==> src/lattice_shortest_vector_enum_unit_macros.svh <==
// assertion macros shared by the enumeration unit rtl
// depends on nothing; files that check their own logic include it
`ifndef LATTICE_SHORTEST_VECTOR_ENUM_UNIT_MACROS_SVH
`define LATTICE_SHORTEST_VECTOR_ENUM_UNIT_MACROS_SVH

// property that must hold at every clock edge out of reset
`define LSVE_ASSERT(lbl, clk, rst_n, prop, msg) \
  lbl: assert property (@(posedge clk) disable iff (!rst_n) (prop)) else $error(msg);

// implication checked at every clock edge out of reset
`define LSVE_ASSERT_IMPL(lbl, clk, rst_n, ante, cons, msg) \
  lbl: assert property (@(posedge clk) disable iff (!rst_n) (ante) |-> (cons)) else $error(msg);

`endif

==> src/lsve_pkg.sv <==
// shared types, codes and constants of the lattice enumeration unit
// no dependencies; compiled first
`timescale 1ns / 1ps

package lsve_pkg;

  // build defaults
  localparam int MaxDimDefault   = 16;
  localparam int FracBitsDefault = 16;

  // field widths
  localparam int FuncW    = 2;
  localparam int IndexW   = 6;
  localparam int ValueW   = 32;
  localparam int DimW     = 7;
  localparam int RadiusW  = 31;
  localparam int CfgIdxW  = 2;
  localparam int CfgDataW = 32;

  // datapath widths
  localparam int CoefW  = 16;
  localparam int CentW  = 32;
  localparam int PnW    = 48;
  localparam int NodeW  = 23;
  localparam int StepW  = 18;
  localparam int NvW    = 20;
  localparam int MulW   = 33;
  localparam int ProdW  = 66;

  localparam logic [NodeW-1:0]   NodeLimit   = 23'd4194304;
  localparam logic [DimW-1:0]    DimReset    = 7'd16;
  localparam logic [RadiusW-1:0] RadiusReset = 31'd100;
  localparam logic [PnW-1:0]     PnMax       = '1;

  typedef enum logic [FuncW-1:0] {
    FUNC_BASIS = 2'd0,
    FUNC_MU    = 2'd1,
    FUNC_NORM  = 2'd2,
    FUNC_START = 2'd3
  } func_e;

  typedef enum logic [CfgIdxW-1:0] {
    CFG_DIMENSION = 2'd0,
    CFG_RADIUS    = 2'd1
  } cfg_idx_e;

  typedef enum logic [4:0] {
    ST_IDLE,
    ST_EV_RD,
    ST_EV_SQ,
    ST_EV_LO,
    ST_EV_HI,
    ST_EV_SUM,
    ST_EV_DEC,
    ST_C_RD,
    ST_C_MUL,
    ST_C_ACC,
    ST_C_FIN,
    ST_C_RND,
    ST_ASC,
    ST_O_RD,
    ST_O_MUL,
    ST_O_ACC,
    ST_O_PUT
  } state_e;

  // store write port
  typedef struct packed {
    logic                     en;
    func_e                    func;
    logic [IndexW-1:0]        row;
    logic [IndexW-1:0]        col;
    logic signed [ValueW-1:0] data;
  } mem_wr_t;

  // store read address
  typedef struct packed {
    logic [IndexW-1:0] row;
    logic [IndexW-1:0] col;
  } mem_req_t;

  // registered store read data
  typedef struct packed {
    logic signed [ValueW-1:0] basis;
    logic signed [ValueW-1:0] mu;
    logic signed [ValueW-1:0] norm;
  } mem_rd_t;

endpackage

==> src/lsve_mul.sv <==
// shared signed multiplier with registered product
// depends on lsve_pkg for operand widths
`timescale 1ns / 1ps

module lsve_mul (
  input  logic                              clk_i,
  input  logic signed [lsve_pkg::MulW-1:0]  a_i,
  input  logic signed [lsve_pkg::MulW-1:0]  b_i,
  output logic signed [lsve_pkg::ProdW-1:0] p_o
);
  import lsve_pkg::*;

  logic signed [ProdW-1:0] p_q;

  // one product per cycle, registered
  always_ff @(posedge clk_i) begin
    p_q <= a_i * b_i;
  end

  assign p_o = p_q;

endmodule

==> config.mk <==
export PLATFORM = sky130hd
export DESIGN_NAME = lsve_mul
export DESIGN_NICKNAME = d
export VERILOG_FILES = /design/src/lattice_shortest_vector_enum_unit_macros.svh /design/src/lsve_pkg.sv /design/src/lsve_mul.sv
export SDC_FILE = /design/constraint.sdc
export NUM_CORES = 2
export LEC_CHECK = 0
export ABC_AREA = 1
export BUFFER_PORTS_ARGS = -buffer_cell sky130_fd_sc_hd__buf_2
export CAP_MARGIN = 20
export CORE_ASPECT_RATIO = 1.2
export CORE_MARGIN = 2
export CORE_UTILIZATION = 60
export DETAILED_ROUTE_END_ITERATION = 7
export PLACE_DENSITY = 0.77
export SKIP_CTS_REPAIR_TIMING = 1
export SLEW_MARGIN = 20
export SYNTH_ARGS = -nofsm -noshare
export SYNTH_HDL_FRONTEND = slang
export SYNTH_SLANG_ARGS = --single-unit
export TNS_END_PERCENT = 5
==> constraint.sdc <==
create_clock -name clk_i -period 20.9 [get_ports clk_i]
set_clock_uncertainty 0.2 [all_clocks]
set_input_delay 1.045 -clock clk_i [delete_from_list [all_inputs] [get_ports clk_i]]
set_output_delay 1.045 -clock clk_i [all_outputs]
set_load 0.05 [all_outputs]
Word level (Yosys, flattened, before mapping). Index checks and enable logic that the tools add are counted.

Register bits after elaboration: 66. Word-level logic and storage cells: 2. Input bits: 67.

$mul: 1.

Operators with widths (count): $mul 33x33->66 (1).

Logic depth before layout (Yosys ltp).
Depth after elaboration: 1. Depth in mapped cells: 34. Mapped depth without buffers: 32.

Worst setup path after synthesis. Ideal clock, no wire load.

Kind: in2reg. From: in a_i[32] (netlist name). To: reg p_q[60] (netlist: p_o[60]). Arrival time: 7.688 ns. Required time: 20.587 ns. Cell stages on the path: 23. Library setup time: 0.113 ns. Path slack: 12.899 ns. Cell sequence: clkbuf_1 > clkbuf_1 > nand2_1 > inv_1 > fa_1 > fa_1 > fa_1 > fa_1 > inv_1 > fa_1 > fa_1 > fa_1 > fa_1 > inv_1 > ha_1 > nand2_1 > nor2_1 > inv_1 > nor3_1 > nand2_1 > and2_0 > nand4_1 > nand2_1.

Word-level cells in the longest chain between the ends: 1.

Ends and longest elaborated chain: start, declared (line lsve_mul.sv:7) `input logic signed [lsve_pkg::MulW-1:0] a_i,`; $mul 33x33->66 (line lsve_mul.sv:17) `p_q <= a_i * b_i;`; end signal, assigned (line lsve_mul.sv:17); end, declared (line lsve_mul.sv:13) `logic signed [ProdW-1:0] p_q;`.

Every way passes these cells.

Worst setup path in the final report.
From: in b_i[6] (netlist name). To: reg p_q[57] (netlist: p_o[57]).

Word-level cells in the longest chain between the ends: 1.

Ends and longest elaborated chain: start, declared (line lsve_mul.sv:8) `input logic signed [lsve_pkg::MulW-1:0] b_i,`; $mul 33x33->66 (line lsve_mul.sv:17).

Every way passes these cells.

==> flow_metrics.env <==
export IMPL_synth_seq_cells=66
export IMPL_worst_setup_path_start_kind="input pin"
export IMPL_io_pins=133
export IMPL_final_max_slew_viol_count=0
export IMPL_synth_common_cells="sky130_fd_sc_hd__inv_1 (1,894), sky130_fd_sc_hd__nand2_1 (1,517), sky130_fd_sc_hd__fa_1 (1,145)"
export IMPL_finish_net_count=6867
export IMPL_detailed_place_area_um2=44100
export IMPL_whs_endpoint="p_o[0]"
export IMPL_timing_worst_slew_pin_value_ns=1.03
export IMPL_result_of_the_run="finished, final reports clean"
export IMPL_drtAntennaViolNets=0
export IMPL_grt_setup_unrepaired="no"
export IMPL_maxSlewHeadroom=0.314
export IMPL_final_fill_count=6190
export IMPL_syn_cell_area_um2=43200
export IMPL_post_synth_main_area_contributors="sky130_fd_sc_hd__fa_1 (53%), sky130_fd_sc_hd__inv_1 (16%), sky130_fd_sc_hd__nand2_1 (13%)"
export IMPL_yosysMostFrequentCell="sky130_fd_sc_hd__inv_1"
export IMPL_route_vias_total=33300
export IMPL_clkSlewWorstSetupHoldPaths_ns=0.06
export IMPL_fin_crit_sh=0.414
export IMPL_route_detailed_vias_per_inst=5.23
export IMPL_synth_edf_count=0
export IMPL_worstHoldStart="b_i[0]"
export IMPL_flow_area_growth_from_synthesis_pct=2.90
export IMPL_floorplan_initialDensity=0.607
export IMPL_wl_per_cell_um=18.0
export IMPL_synth_fp_nets=6972
export IMPL_ys_seq_area_frac=0.0306
export IMPL_detailedRoute_firstPassIterationCount=6
export IMPL_number_of_distinct_library_cells_after_synthesis=35
export IMPL_synth_top_cell_area_share=0.531
export IMPL_fmaxAchievable_ghz=0.115
export IMPL_worst_hold_path_type="input pin to register"
export IMPL_timing_hold_worst_path_depth=4
export IMPL_largest_reg_flops=66
export IMPL_placed_cells=6353
export IMPL_clockBufferDepth=2
export IMPL_detailedRoute_firstIterationViolations=1986
export IMPL_remaining_drc_errors=0
export IMPL_postSynth_topFlopCell="sky130_fd_sc_hd__dfxtp_1"
export IMPL_detail_route_wirelength_mm=115
export IMPL_cts_inserted_buffers=9
export IMPL_ys_warnings_count=0
export IMPL_tritoncts_num_sinks=66
export IMPL_grt_antenna_before_repair=7
export IMPL_cp_arrival_ns=8.70
export IMPL_post_synth_top_area_cell="sky130_fd_sc_hd__fa_1"
export IMPL_final_cell_area_um2=44400
export IMPL_chipWidth_um=249
export IMPL_fin_cells=6370
export IMPL_wire_length_of_the_first_global_routing_pass_mm=193
export IMPL_root_buffer="sky130_fd_sc_hd__clkbuf_16"
export IMPL_fp_dieArea_um2=74100
export IMPL_post_synth_cell_area_avg_um2=7.79
export IMPL_clock_tree_from_tritoncts="built"
export IMPL_grt_max_degree=35
export IMPL_criticalPathCategory="input pin to register"
export IMPL_cap_viol_max_count=0
export IMPL_gate_count_post_synth=5543
export IMPL_synth_async_sr_flop_share=0
export IMPL_final_layout_size_suffix_gt1_frac=0.0412
export IMPL_groute_usage_overall=0.333
export IMPL_final_setup_violation_count=0
export IMPL_grt_overflow_total=0
export IMPL_dieHeight_um=298
export IMPL_required_ns=20.94
export IMPL_hold_viol=0
export IMPL_rows=107
export IMPL_worstPathMaxFanout=33
export IMPL_placement_io_buffers=132
export IMPL_worstSetupEndpointType="register"
export IMPL_floorplan_core_area_um2=71100
export IMPL_htree_num_levels=3
export IMPL_setup_total_negative_slack_ns=0
export IMPL_grt_pass1_vias=38000
export IMPL_dp_hpwl_mm=96.6
export IMPL_finalWorstPathRequiredPeriod_ns=8.66
export IMPL_gp_routability_congestion=1.01
-- cell type report --
class / instances / area [um^2] / area share
clock buffer: 9 / 225 / 0.00507
inverter: 1895 / 7110 / 0.160
clock inverter: 7 / 77.6 / 0.00175
multi-input combinational: 3319 / 33800 / 0.760
timing repair buffer: 147 / 773 / 0.0174
tap: 926 / 1160 / 0.0261
sequential: 66 / 1320 / 0.0297
antenna: 1 / 2.50 / 0.0000563
-- worst max-delay path: stages --
cell,delay (ns)
sky130_fd_sc_hd__buf_2,0.64
sky130_fd_sc_hd__nand2_1,0.26
sky130_fd_sc_hd__inv_1,0.15
sky130_fd_sc_hd__fa_1,0.45
sky130_fd_sc_hd__fa_1,0.53
sky130_fd_sc_hd__inv_1,0.12
sky130_fd_sc_hd__fa_1,0.58
sky130_fd_sc_hd__inv_1,0.08
sky130_fd_sc_hd__fa_1,1.15
sky130_fd_sc_hd__fa_1,0.58
sky130_fd_sc_hd__fa_1,0.50
sky130_fd_sc_hd__fa_1,0.49
sky130_fd_sc_hd__inv_1,0.05
sky130_fd_sc_hd__fa_1,0.48
sky130_fd_sc_hd__inv_1,0.04
sky130_fd_sc_hd__ha_1,0.43
sky130_fd_sc_hd__nand2_1,0.15
sky130_fd_sc_hd__nor2_1,0.25
sky130_fd_sc_hd__nand3_1,0.17
sky130_fd_sc_hd__nor2_1,0.19
sky130_fd_sc_hd__o21ai_0,0.15
sky130_fd_sc_hd__nand4_1,0.12
sky130_fd_sc_hd__nand2_1,0.06
-- routing by layer --
metal | track usage | vias to the layer above | wire [um]
li1 | - | 14800 | -
met1 | 0.366 | 16600 | 38600
met2 | 0.614 | 1428 | 60500
met3 | 0.0454 | 471 | 7830
met4 | 0.191 | 12 | 7820
met5 | 0 | - | 80
-- worst max path at each step --
stage,startpoint,endpoint,depth (start not counted)
final,b_i[6],p_o[57],23
after global routing,a_i[32],p_o[65],23
after CTS,a_i[32],p_o[57],21
after detailed placement,a_i[32],p_o[57],21
after global placement,a_i[32],p_o[64],24
after floorplan,a_i[32],p_o[60],23
-- kinds of logic after synthesis --
logic type	Yosys count	share of synthesized area
AOI/OAI and AO/OA	106	0.0138
xor gates and xnor gates	41	0.00832
adders and majority gates	1362	0.594
buffers and inverters	2158	0.188
DFF	66	0.0306
and+or+nand+nor	1810	0.166
-- through the flow --
stage / util / hold WS, ns / setup slack (ns)
global placement: 0.621 / 1.31 / 12.04
floorplan: - / 1.11 / 12.90
CTS: 0.625 / 1.01 / 12.25
detailed placement: 0.621 / 1.31 / 11.91
global route: 0.625 / 1.03 / 11.77
finish: 0.625 / 1.02 / 12.24
-- cells in the final DEF (no fill, tap or decap), types with 2 or more instances in the layout --
| cell type | count |
|---|---|
| sky130_fd_sc_hd__o21bai_1 | 14 |
| sky130_fd_sc_hd__nor3_1 | 7 |
| sky130_fd_sc_hd__o21ai_1 | 3 |
| sky130_fd_sc_hd__dfxtp_1 | 66 |
| sky130_fd_sc_hd__xor2_1 | 37 |
| sky130_fd_sc_hd__o21ai_0 | 19 |
| sky130_fd_sc_hd__nand3b_1 | 3 |
| sky130_fd_sc_hd__a21o_1 | 2 |
| sky130_fd_sc_hd__nand4_1 | 19 |
| sky130_fd_sc_hd__and2_1 | 2 |
| sky130_fd_sc_hd__a21oi_2 | 4 |
| sky130_fd_sc_hd__clkinv_4 | 3 |
| sky130_fd_sc_hd__or2_2 | 5 |
| sky130_fd_sc_hd__nor4_1 | 4 |
| sky130_fd_sc_hd__nand2_1 | 1517 |
| sky130_fd_sc_hd__nor2_4 | 3 |
| sky130_fd_sc_hd__fa_1 | 1145 |
| sky130_fd_sc_hd__clkbuf_16 | 9 |
| sky130_fd_sc_hd__nand3_2 | 8 |
| sky130_fd_sc_hd__nor2_2 | 20 |
| sky130_fd_sc_hd__buf_2 | 132 |
| sky130_fd_sc_hd__ha_1 | 217 |
| sky130_fd_sc_hd__buf_4 | 15 |
| sky130_fd_sc_hd__a21oi_1 | 61 |
| sky130_fd_sc_hd__nand2_2 | 17 |
| sky130_fd_sc_hd__nand3_1 | 70 |
| sky130_fd_sc_hd__nor2_1 | 131 |
| sky130_fd_sc_hd__xnor2_1 | 4 |
| sky130_fd_sc_hd__inv_1 | 1894 |
Power is left out: the tool's default activity adds up to more than one toggle a clock period on the data nets, which glitch-free logic cannot reach.
